--- src/hdl/lnab_pkg.sv ---
// ----------------------------------------------------------------------------
// lnab_pkg
// Shared types and constants for the length-prefixed to start-code converter.
// ----------------------------------------------------------------------------
package lnab_pkg;

   // one input byte of the access unit
   typedef struct packed {
      logic [7:0] in_byte;
      logic       in_last;
   } req_type;

   // one output result
   typedef struct packed {
      logic [7:0] out_byte;
      logic       run_last;
      logic       unit_end;
      logic [1:0] status;
   } rsp_type;

   // result status codes
   localparam logic [1:0] ST_OK    = 2'd0;
   localparam logic [1:0] ST_ZERO  = 2'd1;
   localparam logic [1:0] ST_TRUNC = 2'd2;

   // parser phase
   typedef enum logic [1:0] {
      PH_PREFIX  = 2'd0,
      PH_PAYLOAD = 2'd1,
      PH_DROP    = 2'd2
   } phase_type;

   // work handed from the front to the back
   typedef enum logic [1:0] {
      CMD_START = 2'd0,
      CMD_DATA  = 2'd1,
      CMD_ERROR = 2'd2
   } cmd_kind_type;

   typedef struct packed {
      cmd_kind_type kind;
      logic [7:0]   data;
      logic         unit_end;
      logic [1:0]   status;
   } cmd_type;

   // command queue, deep enough to hold a start code and the payload
   // bytes that arrive while it is sent
   localparam int QUEUE_DEPTH = 8;
   localparam int QUEUE_AW    = 3;

   // start code is sent as four bytes, the last one carries this value
   localparam int         START_BEATS = 4;
   localparam logic [7:0] START_TAIL  = 8'h01;

endpackage

--- src/hdl/lnab_front.sv ---
// ----------------------------------------------------------------------------
// lnab_front
// Parses the length prefix and payload of each unit, one byte per cycle when
// the queue has room; each byte gives at most one command for the back end.
// ----------------------------------------------------------------------------
module lnab_front #(
   parameter int PREFIX_BYTES = 4
) (
   input  logic             clock,
   input  logic             reset,
   input  logic             in_valid,
   input  lnab_pkg::req_type in_req,
   input  logic             q_full,
   output logic             in_stall,
   output logic             push,
   output lnab_pkg::cmd_type push_cmd
);
   import lnab_pkg::*;

   localparam int LEN_W = 8 * PREFIX_BYTES;
   localparam int CNT_W = (PREFIX_BYTES > 1) ? $clog2(PREFIX_BYTES) : 1;

   phase_type          phase_ff,        phase_in;
   logic [CNT_W-1:0]   prefix_count_ff, prefix_count_in;
   logic [LEN_W-1:0]   length_accum_ff, length_accum_in;
   logic [LEN_W-1:0]   payload_left_ff, payload_left_in;

   logic               accept;
   logic [LEN_W-1:0]   acc_next;
   logic               prefix_done;

   assign in_stall    = q_full;
   assign accept      = in_valid && !q_full;
   assign acc_next    = (length_accum_ff << 8) | LEN_W'(in_req.in_byte);
   assign prefix_done = (prefix_count_ff == CNT_W'(PREFIX_BYTES - 1));

   always_ff @(posedge clock) begin
      if (reset) begin
         phase_ff        <= PH_PREFIX;
         prefix_count_ff <= '0;
         length_accum_ff <= '0;
         payload_left_ff <= '0;
      end else begin
         phase_ff        <= phase_in;
         prefix_count_ff <= prefix_count_in;
         length_accum_ff <= length_accum_in;
         payload_left_ff <= payload_left_in;
      end
   end

   always_comb begin
      phase_in          = phase_ff;
      prefix_count_in   = prefix_count_ff;
      length_accum_in   = length_accum_ff;
      payload_left_in   = payload_left_ff;
      push              = 1'b0;
      push_cmd.kind     = CMD_ERROR;
      push_cmd.data     = 8'd0;
      push_cmd.unit_end = 1'b0;
      push_cmd.status   = ST_OK;

      if (accept) begin
         unique case (phase_ff)
            PH_PREFIX: begin
               if (!prefix_done) begin
                  if (in_req.in_last) begin
                     push            = 1'b1;
                     push_cmd.status = ST_TRUNC;
                     prefix_count_in = '0;
                     length_accum_in = '0;
                  end else begin
                     prefix_count_in = prefix_count_ff + 1'b1;
                     length_accum_in = acc_next;
                  end
               end else begin
                  prefix_count_in = '0;
                  length_accum_in = '0;
                  push            = 1'b1;
                  if (acc_next == '0) begin
                     push_cmd.status = ST_ZERO;
                     phase_in        = in_req.in_last ? PH_PREFIX : PH_DROP;
                  end else if (in_req.in_last) begin
                     push_cmd.status = ST_TRUNC;
                  end else begin
                     push_cmd.kind   = CMD_START;
                     payload_left_in = acc_next;
                     phase_in        = PH_PAYLOAD;
                  end
               end
            end
            PH_PAYLOAD: begin
               push = 1'b1;
               if (payload_left_ff > LEN_W'(1)) begin
                  if (in_req.in_last) begin
                     // unit cut short by the end of the access unit
                     push_cmd.status = ST_TRUNC;
                     payload_left_in = '0;
                     phase_in        = PH_PREFIX;
                  end else begin
                     push_cmd.kind   = CMD_DATA;
                     push_cmd.data   = in_req.in_byte;
                     payload_left_in = payload_left_ff - LEN_W'(1);
                  end
               end else begin
                  push_cmd.kind     = CMD_DATA;
                  push_cmd.data     = in_req.in_byte;
                  push_cmd.unit_end = in_req.in_last;
                  payload_left_in   = '0;
                  phase_in          = PH_PREFIX;
               end
            end
            default: begin
               if (in_req.in_last) begin
                  phase_in = PH_PREFIX;
               end
            end
         endcase
      end
   end

endmodule

--- src/hdl/lnab_queue.sv ---
// ----------------------------------------------------------------------------
// lnab_queue
// Small command queue between the parser and the output sequencer.
// ----------------------------------------------------------------------------
module lnab_queue (
   input  logic              clock,
   input  logic              reset,
   input  logic              push,
   input  lnab_pkg::cmd_type push_cmd,
   input  logic              pop,
   output logic              head_valid,
   output lnab_pkg::cmd_type head_cmd,
   output logic              full
);
   import lnab_pkg::*;

   cmd_type                entry_ff [QUEUE_DEPTH];
   logic [QUEUE_AW-1:0]    wr_ptr_ff, wr_ptr_in;
   logic [QUEUE_AW-1:0]    rd_ptr_ff, rd_ptr_in;
   logic [QUEUE_AW:0]      count_ff,  count_in;
   logic                   do_pop;

   assign head_valid = (count_ff != '0);
   assign full       = (count_ff == (QUEUE_AW + 1)'(QUEUE_DEPTH));
   assign head_cmd   = entry_ff[rd_ptr_ff];
   assign do_pop     = pop && head_valid;

   always_comb begin
      wr_ptr_in = push   ? wr_ptr_ff + 1'b1 : wr_ptr_ff;
      rd_ptr_in = do_pop ? rd_ptr_ff + 1'b1 : rd_ptr_ff;
      count_in  = count_ff;
      if (push && !do_pop) begin
         count_in = count_ff + 1'b1;
      end else if (!push && do_pop) begin
         count_in = count_ff - 1'b1;
      end
   end

   always_ff @(posedge clock) begin
      if (reset) begin
         wr_ptr_ff <= '0;
         rd_ptr_ff <= '0;
         count_ff  <= '0;
      end else begin
         wr_ptr_ff <= wr_ptr_in;
         rd_ptr_ff <= rd_ptr_in;
         count_ff  <= count_in;
      end
   end

   always_ff @(posedge clock) begin
      if (push) begin
         entry_ff[wr_ptr_ff] <= push_cmd;
      end
   end

endmodule

--- src/hdl/lnab_back.sv ---
// ----------------------------------------------------------------------------
// lnab_back
// Expands queued commands into output results and holds them in the
// output register until the receiver takes them.
// ----------------------------------------------------------------------------
module lnab_back (
   input  logic              clock,
   input  logic              reset,
   input  logic              head_valid,
   input  lnab_pkg::cmd_type head_cmd,
   output logic              pop,
   output logic              out_valid,
   input  logic              out_stall,
   output lnab_pkg::rsp_type out_rsp
);
   import lnab_pkg::*;

   localparam int BEAT_W = $clog2(START_BEATS);

   logic [BEAT_W-1:0] beat_ff, beat_in;
   logic              valid_ff, valid_in;
   rsp_type           rsp_ff, rsp_in;
   logic              load;
   logic              last_beat;

   assign load      = head_valid && (!valid_ff || !out_stall);
   assign last_beat = (beat_ff == BEAT_W'(START_BEATS - 1));

   always_comb begin
      beat_in         = beat_ff;
      valid_in        = valid_ff && out_stall;
      rsp_in          = rsp_ff;
      pop             = 1'b0;
      if (load) begin
         valid_in        = 1'b1;
         rsp_in.out_byte = 8'd0;
         rsp_in.run_last = 1'b1;
         rsp_in.unit_end = 1'b0;
         rsp_in.status   = ST_OK;
         unique case (head_cmd.kind)
            CMD_START: begin
               // start code: zero bytes then the tail byte
               rsp_in.out_byte = last_beat ? START_TAIL : 8'd0;
               rsp_in.run_last = last_beat;
               pop             = last_beat;
               beat_in         = last_beat ? '0 : beat_ff + 1'b1;
            end
            CMD_DATA: begin
               rsp_in.out_byte = head_cmd.data;
               rsp_in.unit_end = head_cmd.unit_end;
               pop             = 1'b1;
            end
            default: begin
               rsp_in.status = head_cmd.status;
               pop           = 1'b1;
            end
         endcase
      end
   end

   always_ff @(posedge clock) begin
      if (reset) begin
         beat_ff  <= '0;
         valid_ff <= 1'b0;
      end else begin
         beat_ff  <= beat_in;
         valid_ff <= valid_in;
      end
   end

   always_ff @(posedge clock) begin
      rsp_ff <= rsp_in;
   end

   assign out_valid = valid_ff;
   assign out_rsp   = rsp_ff;

endmodule

--- src/hdl/length_prefixed_nal_to_annexb_unit.sv ---
// ----------------------------------------------------------------------------
// length_prefixed_nal_to_annexb_unit
// Converts length-prefixed video units to start-code delimited form.
// ----------------------------------------------------------------------------
// Input channel (req_): one byte of the access unit per request, with a flag
// on its final byte. Each unit is a big-endian length of PREFIX_BYTES bytes
// and that many payload bytes.
// Output channel (rsp_): the start code 00 00 00 01 goes out as four results
// when the last prefix byte arrives, then each payload byte as one result.
// A zero length or a unit cut short by the end of the access unit gives one
// error result; bytes are then dropped up to the flagged last byte.
// Throughput: one request per cycle while req_stall is low. A prefix byte
// gives a command only when it ends the prefix or the access unit; the queue
// holds the payload bytes that follow a start code while its four bytes go
// out. The output sequencer sends one result per cycle while rsp_stall is low.
// With the queue empty, a result passes the queue and the output register on
// its way to rsp_valid; payload bytes right behind a start code wait for it.
// An eight-entry command queue sits between parser and output register, so
// req_stall rises only when the queue is full; with rsp_stall held high the
// output register and queue fill and then the input stalls.
// Reset: synchronous, clears the parser to the start of a prefix and empties
// the queue and output register.
// ----------------------------------------------------------------------------
module length_prefixed_nal_to_annexb_unit #(
   parameter int PREFIX_BYTES = 4
) (
   input  logic              clock,
   input  logic              reset,
   input  logic              req_valid,
   output logic              req_stall,
   input  lnab_pkg::req_type req_payload,
   output logic              rsp_valid,
   input  logic              rsp_stall,
   output lnab_pkg::rsp_type rsp_payload
);
   import lnab_pkg::*;

   logic    q_full;
   logic    push;
   cmd_type push_cmd;
   logic    pop;
   logic    head_valid;
   cmd_type head_cmd;

   lnab_front #(
      .PREFIX_BYTES (PREFIX_BYTES)
   ) u_front (
      .clock    (clock),
      .reset    (reset),
      .in_valid (req_valid),
      .in_req   (req_payload),
      .q_full   (q_full),
      .in_stall (req_stall),
      .push     (push),
      .push_cmd (push_cmd)
   );

   lnab_queue u_queue (
      .clock      (clock),
      .reset      (reset),
      .push       (push),
      .push_cmd   (push_cmd),
      .pop        (pop),
      .head_valid (head_valid),
      .head_cmd   (head_cmd),
      .full       (q_full)
   );

   lnab_back u_back (
      .clock      (clock),
      .reset      (reset),
      .head_valid (head_valid),
      .head_cmd   (head_cmd),
      .pop        (pop),
      .out_valid  (rsp_valid),
      .out_stall  (rsp_stall),
      .out_rsp    (rsp_payload)
   );

endmodule
--- config.mk ---
export PLATFORM = sky130hd
export DESIGN_NAME = length_prefixed_nal_to_annexb_unit
export DESIGN_NICKNAME = d
export VERILOG_FILES = /design/src/hdl/lnab_pkg.sv /design/src/hdl/lnab_front.sv /design/src/hdl/lnab_queue.sv /design/src/hdl/lnab_back.sv /design/src/hdl/length_prefixed_nal_to_annexb_unit.sv
export SDC_FILE = /design/constraint.sdc
export NUM_CORES = 1
export LEC_CHECK = 0
export BUFFER_PORTS_ARGS = -buffer_cell sky130_fd_sc_hd__buf_2
export CORE_ASPECT_RATIO = 0.5
export CORE_MARGIN = 3
export CORE_UTILIZATION = 35
export DETAILED_ROUTE_END_ITERATION = 12
export PLACE_DENSITY = 0.57
export SYNTH_ARGS = -nofsm -noshare
export SYNTH_HDL_FRONTEND = slang
export SYNTH_SLANG_ARGS = --single-unit
--- constraint.sdc ---
create_clock -name clock -period 3.9 [get_ports clock]
set_clock_uncertainty 0.15 [all_clocks]
set_input_delay 0.39 -clock clock [delete_from_list [all_inputs] [get_ports clock]]
set_output_delay 0.39 -clock clock [all_outputs]
set_load 0.005 [all_outputs]
==> Yosys cells after proc, flatten, opt, wreduce, memory -nomap -nowiden <==
Memory sizes are Yosys's and may differ from the RTL's. A register that Yosys moved wholly into a read port is not among the register bits.
Cells that the tools add are included.
{ "classes": {"add_sub_neg": 7, "mul": 0, "div": 0, "order_cmp": 1, "n_eq_ne": 9, "shift": 0, "mux": 46, "n_bitwise": 1, "reduce_logical": 23} }
{ "ops": {"columns": ["op", "count"], "rows": [
  ["2-to-1 mux 32 bit", 5],
  ["case mux 32 bit (2 select lines)", 1],
  ["2-to-1 mux 24 bit", 2],
  ["> comparator 32 x 1 -> 1 bit (second input constant)", 1],
  ["zero test 32 bit", 1],
  ["bitwise OR 32 x 8 -> 32 bit", 1],
  ["subtractor 32 x 1 -> 32 bit (second input constant)", 1],
  ["2-to-1 mux 2 bit", 15],
  ["2-to-1 mux 10 bit", 2],
  ["case mux 8 bit (2 select lines)", 1],
  ["2-to-1 mux 13 bit", 1],
  ["case mux 2 bit (2 select lines)", 3],
  ["2-to-1 mux 1 bit", 10],
  ["2-to-1 mux 9 bit", 1],
  ["2-to-1 mux 4 bit", 2],
  ["adder 3 x 1 -> 3 bit (second input constant)", 2],
  ["logical AND 1 bit", 6],
  ["2-to-1 mux 3 bit", 2],
  ["zero test 1 bit", 5],
  ["AND reduction 5 bit", 1],
  ["adder 2 x 1 -> 2 bit (second input constant)", 2],
  ["adder 4 x 1 -> 4 bit (second input constant)", 1],
  ["== test 2 x 1 -> 1 bit (second input constant)", 2],
  ["== test 2 bit (second input constant)", 2],
  ["13 further kinds", 17]
]} }
{ "totals": {"reg_bits": 85, "latch_bits": 0, "ram_bits": 104, "rom_bits": 0, "out_inout_bits": 14, "memories": 1} }
{ "memory_table": {"columns": ["name", "words", "word_bits", "read_ports", "rd_ports_with_merged_regs", "write_ports", "line_no", "text"], "rows": [
  ["u_queue.entry_ff", 8, 13, 1, 1, 1, "lnab_queue.sv:17", "cmd_type entry_ff [QUEUE_DEPTH];"]
]} }

==> Depth between registers and ports, before layout <==
Gate-level depths: netlist of the first run.
{ "depth": {"ltp_word": 8, "mapped_depth": 13, "ltp_nobuf": 12} }

==> Modules after synthesis <==
Synthesis of the first run repeated with hierarchy kept, for this count alone.
{ "hier_totals": {"hier_cells": 698, "area_unflattened_um2": 8705.8} }
{ "by_module_without_submodules": {"columns": ["module", "instances", "cells_each", "area_per_inst_um2", "seq_area_each_um2"], "rows": [
  ["lnab_queue", 1, 220, 4619.4, 3383.2],
  ["lnab_front", 1, 435, 3479.6, 1201.2],
  ["lnab_back", 1, 43, 606.8, 420.4]
]} }

==> Worst setup path after synthesis of the first run <==
Ideal clock, no wire load.
{ "synth_timing": {"kind": "register -> register", "from": "reg (tool-made name)", "to": "reg u_queue.count_ff[3]", "setup_time_ns": 0.070, "arrival_ns": 3.366, "required_ns": 3.680, "slack_ns": 0.313, "path_stages_with_launch": 14, "path_buffers": 1, "cell_sequence": "dfxtp_1 clkbuf_1 mux4_2 mux2i_1 nand2_1 o21ai_0 ha_1 inv_1 ha_1 a21o_1 a21oi_1 xnor2_1 or3_1 a21oi_1"} }
{ "synth_rtl": {"columns": ["item", "line_no", "text"], "rows": [
  ["end signal: assignment", "lnab_queue.sv:47", "count_ff <= count_in;"],
  ["end: declaration", "lnab_queue.sv:20", "logic [QUEUE_AW:0] count_ff, count_in;"]
]} }

==> run metrics, run 1 <==
Die W 225 um; max-cap viol count 0; HPWL Detailed 13000 um; DR WL met3 1030 um; H-Tree Depth 4; critical path class reg -> reg; total power 5.00 mW; Routed Antenna Nets 0; pwr/cell area 525 nW/um^2; # setup viols final 0; vias in the first global route 5628; post-layout min period 3.43 ns; hold_ws 0.0696 ns; Synth cell types 52; CP endpoint kind flip-flop; drt total wl 20400 um; Initial Util 36.1%; worst-case reg-to-reg path depth 13; clock-pin slew on the worst setup and hold paths 0.08 ns; via count 5877; clock latency on the worst-skew pair 0.44 ns; ANT cells 0; Cells after Synth 692; DP Area 8920 um^2; RSZ-0062 raised after global routing no; initial drt markers 528; fmax 292 MHz; setup TNS 0 ns; HP Class in -> reg; commonest non-fill, non-tap cell in the layout edfxtp_1; WL met1 9350 um; Chip Height 115 um; share of post-route cells with drive strength above 1 17.6%; io pins 27; maximum fanout along the worst path 7; crit start category flip-flop; Post-CTS Hold Fix Bufs 0; antenna violations before repair 1; RePlAce Congestion 0.841; final setup margin 0.472 ns; area growth from synthesis to layout 13.7%; clock buffer depth 2; worst setup path endpoint u_queue.count_ff[3]; status completed; LEAKAGE 3.27 nW; Core ar. 23200 um^2; 1st-pass router iterations 6; most frequent cells in the layout edfxtp_1 (116), dfxtp_1 (76), nor2_1 (75); crit share post-route 87.9%; Reg2Reg Setup Slack 0.47 ns; Post-synth ARST share 0%; remaining global-route overflow 0; Yosys warnings 0; WL per Instance 19.7 um; CP required 4.12 ns; number of vias per cell 5.67; Post-Syn Nets 715; Final Hold Vio Count 0; Least-Margin Pin Slew 1.07 ns; top routing layer used met4; Final Instance Area 9520 um^2; DRC Markers 0; EDFF count, synth 116; CP arrival 3.64 ns; Inserted Clock Buffers 17; pre-CTS setup slack 0.470 ns; largest net degree at the start of global routing 72; VDD IR-drop max 0.000308 V; Die Area 25900 um^2; layout net count 739; area of the mapped netlist 8380 um^2; clock root buffer master clkbuf_16; r2r endpoint u_queue.count_ff[3]; CTS tree yes; CTS Sinks 192; Slew Viols, Final 0; Synth Area per Inst 12.1 um^2; Max-slew headroom 28.3%; CTS resizes 0; number of core rows 39; first-pass GRT wire length 32200 um; prevailing post-synth register cell edfxtp_1; register bit total from synthesis 192; number of setup buffers added after CTS 0; GRT Total Usage 16.2%; met2 routed WL 9710 um; Seq/Total Area, Yosys 59.8%; port bufs 26
[per-layer routing]
| metal | GRT usage (%) | up-vias |
|---|---|---|
| li1 | - | 2725 |
| met1 | 22.2 | 2955 |
| met2 | 26.1 | 173 |
| met3 | 3.21 | 24 |
| met4 | 5.03 | 0 |
| met5 | 0 | - |
[power by group]
part           switching, mW  leakage (nW)  total [mW]  internal (mW)
Sequential            0.0845          1.65        2.38           2.29
Clock                  0.878         0.288        1.75          0.873
Combinational          0.479          1.33       0.870          0.392
Total                   1.44          3.27        5.00           3.56
[layout make-up]
class,count,area [um^2]
multi-input combinational,445,3180
clock buffer,17,425
fill,2178,13700
tap,307,384
inverter,9,33.8
sequential,192,5000
timing repair buffer,51,318
clock inverter,15,174
[synth_stat cells (2+ instances only)]
cell type | instances | area (um^2)
edfxtp_1 | 116 | 3480
dfxtp_1 | 76 | 1520
nor2_1 | 75 | 282
nand2_1 | 61 | 229
a21oi_1 | 48 | 240
clkbuf_1 | 36 | 135
a22oi_1 | 29 | 218
mux4_2 | 26 | 586
nor4_1 | 23 | 144
o32ai_1 | 22 | 193
mux2i_1 | 18 | 180
a32oi_1 | 15 | 131
nor3_1 | 15 | 75.1
o21ai_0 | 14 | 70.1
and2_1 | 12 | 75.1
or3_1 | 11 | 68.8
ha_1 | 9 | 113
inv_1 | 9 | 33.8
nand3_1 | 7 | 35.0
o211ai_1 | 6 | 45.0
o31ai_1 | 6 | 45.0
buf_1 | 5 | 18.8
nand2b_1 | 5 | 31.3
a211oi_1 | 4 | 30.0
xor2_1 | 4 | 35.0
buf_2 | 3 | 15.0
or4_1 | 3 | 22.5
a21o_1 | 2 | 15.0
a31oi_1 | 2 | 12.5
and3_1 | 2 | 12.5
buf_6 | 2 | 22.5
nand3b_1 | 2 | 15.0
nand4_1 | 2 | 12.5
nor3b_1 | 2 | 15.0
or4_4 | 2 | 22.5
xnor2_1 | 2 | 17.5
[sequential cells by signal, summed over array words and instances, names as in the netlist, named ones only]
register and flops:
u_back.beat_ff 2, u_back.out_rsp 12, u_back.out_valid 1, u_front.length_accum_ff 24, u_front.payload_left_ff 32, u_front.phase_ff 2
u_front.prefix_count_ff 2, u_queue.count_ff 4, u_queue.entry_ff 104, u_queue.rd_ptr_ff 3, u_queue.wr_ptr_ff 3
[cell families (layout without fill, tap and decap cells)]
family,after synthesis,after routing,share of synthesized area (%)
buffers and inverters,55,92,2.69
XOR/XNOR,6,6,0.627
AND/OR/NAND/NOR,228,228,13.0
adder cells (fa/ha/maj),10,10,1.58
flip-flops,192,192,59.8
AO/OA/AOI/OAI,157,157,13.2
multiplexers,44,44,9.14
[critical path, cell delays in order (launching register included)]
cell and delay (ns):
dfxtp_1 0.56, mux4_2 0.54, mux2i_1 0.20, nand2_1 0.13, o21ai_0 0.16, buf_4 0.16
ha_1 0.18, inv_1 0.10, ha_1 0.31, a21o_1 0.18, a21oi_1 0.16, xnor2_1 0.09
or3_1 0.31, a21oi_1 0.14
[per-stage QoR]
| stage | util (%) | std cells |
|---|---|---|
| 2_1_floorplan | - | 692 |
| 3_3_place_gp | 38.5 | 1004 |
| 3_5_place_dp | 38.5 | 1004 |
| 4_1_cts | 41.1 | 1036 |
| 5_1_grt | 41.1 | 1036 |
| 6_report | 41.1 | 1036 |
[worst min-delay path by stage]
| stage | start | endpoint | slack (ns) | cells past startpoint |
|---|---|---|---|---|
| global placement | u_front.payload_left_ff[20] | u_front.payload_left_ff[20] | 0.31 | 2 |
| detailed placement | u_front.payload_left_ff[7] | u_front.payload_left_ff[7] | 0.32 | 2 |
| global route | rsp_stall | u_back.out_valid | 0.06 | 3 |
| finish | rsp_stall | u_back.out_valid | 0.07 | 3 |
| floorplan | u_front.payload_left_ff[7] | u_front.payload_left_ff[7] | 0.29 | 2 |
| CTS | rsp_stall | u_back.out_valid | 0.05 | 3 |
(Power assumes the default switching activity.)
==> run 2, diff against run 1 <==
Settings changed: RECOVER_POWER set to 25.
==> run 2 against run 1 <==
  * The run now ends with capacitance limit, slew limit left
  * Global-route usage is the same
  * Total power shrank 0.44%
  * Worst hold slack is essentially flat
  * Maximum frequency shrank 2.9%
  * Register-to-register slack lost 0.10 ns
  * Sequential power is essentially flat
  * Clock-buffer cell count is the same
  * Via count grew 0.48%
  * Critical path type unchanged
  * Largest power group unchanged
  * Highest routed layer unchanged
==> run metrics, run 2 (synthesis results as in run 1) <==
clock latency on the worst-skew pair 0.44 ns; DRC Markers 0; Largest Register u_queue.entry_ff; Register Area 5000 um^2; Die W 225 um; area growth from synthesis to layout 13.1%; Core ar. 23200 um^2; CP required 4.11 ns; pwr/cell area 526 nW/um^2; CP max-delay cell clkbuf_1; 1st-pass router iterations 5; remaining global-route overflow 0; via count 5905; Initial Util 36.1%; CP delay by family, top buffers and inverters; clock buffer depth 2; delay of the slowest critical-path stage 0.77 ns; RePlAce Congestion 0.841; WL per Instance 19.7 um; VDD IR-drop max 0.000308 V; number of core rows 39; # setup viols final 0; Combinational Power Share 17.1%; CTS resizes 0; max reg flops 104; max-cap viol count 1; hold path start rsp_stall; Routed Antenna Nets 0; Final Instance Area 9470 um^2; hold_ws 0.0698 ns; HPWL Detailed 13000 um; first-pass GRT wire length 32200 um; Chip Height 115 um; CTS tree yes; clock share of power 35.1%; GRT Total Usage 16.2%; Least-Margin Pin Slew 1.76 ns; post-layout min period 3.53 ns; io pins 27; CP endpoint kind flip-flop; Sw Pwr 1.44 mW; failing checks capacitance limit, slew limit; Post-CTS Hold Fix Bufs 0; largest net degree at the start of global routing 72; RSZ-0062 raised after global routing no; LEAKAGE 3.21 nW; commonest non-fill, non-tap cell in the layout edfxtp_1; Fillers 2187; HP Class in -> reg; largest registers u_queue.entry_ff x104, u_front.payload_left_ff x32, u_front.length_accum_ff x24; vias in the first global route 5628; setup TNS 0 ns; Placed Cells 1004; antenna violations before repair 1; Max-slew headroom -17.7%; number of vias per cell 5.70; maximum fanout along the worst path 15; Die Area 25900 um^2; reg-to-reg critical path startpoint u_queue.count_ff[0]; crit share post-route 90.6%; Slew Viols, Final 21; crit-path cells nor4_1 > a21oi_2 > clkbuf_1 > o21ai_0 > buf_4 > ha_1 > inv_1 > ha_1 > a21o_1 > a21oi_1 > xnor2_1 > or3_1 > a21oi_1; Inserted Clock Buffers 17; H-Tree Depth 4; layout net count 739; initial drt markers 534; CTS Sinks 192; Reg power frac 47.8%; status finished with violations; footprint of the multi-input gates 3170 um^2; critical path class reg -> reg; drt total wl 20400 um; share of post-route cells with drive strength above 1 15.2%; port bufs 26; number of setup buffers added after CTS 0; Sw Ratio 28.9%; ANT cells 0; fmax 283 MHz; Worst Setup SP u_queue.count_ff[0]; Post-Layout Cell Count 1036; clock-pin slew on the worst setup and hold paths 0.08 ns; CP arrival 3.75 ns; Pint 3.54 mW; crit start category flip-flop; most frequent cells in the layout edfxtp_1 (116), dfxtp_1 (76), nor2_1 (75); DP Area 8920 um^2; clock root buffer master clkbuf_16; WP buf/inv 3; Final Hold Vio Count 0
[run 2: changes by cell type in the layout (fill, tap and decap cells not counted), sizes merged]
cell,delta
buf,-13
clkbuf,+13
[run 2: final timing paths]
kind                                              endpoint  slack [ns]  cells past startpoint
worst max register to register         u_queue.count_ff[3]        0.37                     13
worst max-delay path                   u_queue.count_ff[3]        0.37                     13
worst min register to register  u_front.payload_left_ff[7]        0.32                      2
worst min-delay path                      u_back.out_valid        0.07                      3
[run 2: power by group through the flow]
stage / clock (mW) / sequential (mW) / combinational, mW
floorplan: 0 / 2.40 / 0.593
global placement: 0 / 2.42 / 0.869
detailed placement: 0 / 2.43 / 0.881
CTS: 1.78 / 2.38 / 0.884
global route: 1.87 / 2.40 / 0.940
finish: 1.75 / 2.38 / 0.849
[run 2: stage by stage]
stage | setup WS [ns] | power (mW) | util, %
after floorplan | 0.313 | 2.99 | -
after global placement | 0.503 | 3.29 | 38.5
after detailed placement | 0.470 | 3.31 | 38.5
after CTS | 0.455 | 5.05 | 41.1
after global routing | 0.177 | 5.21 | 40.9
final | 0.368 | 4.98 | 40.9
[run 2: per-layer routing]
metal	up-vias	GRT usage (%)	wire (um)
met5	-	0	0
met4	0	5.03	310
met3	30	3.21	884
met2	164	26.1	9630
met1	2987	22.2	9590
li1	2724	-	-
[run 2: cell type report]
| type | instances | area share [%] |
|---|---|---|
| Timing Repair Buffer | 51 | 2.99 |
| Clock inverter | 15 | 1.84 |
| Tap cell | 307 | 4.06 |
| Inverter | 9 | 0.357 |
| Clock buffer | 17 | 4.49 |
| Multi-Input combinational cell | 445 | 33.4 |
| Sequential cell | 192 | 52.8 |
[run 2: worst register-to-register path: stages, from the launching register on]
cell and delay [ns]:
dfxtp_1 0.43, nor4_1 0.12, a21oi_2 0.11, clkbuf_1 0.77, o21ai_0 0.21, buf_4 0.21, ha_1 0.20, inv_1 0.13
ha_1 0.25, a21o_1 0.18, a21oi_1 0.16, xnor2_1 0.09, or3_1 0.31, a21oi_1 0.14
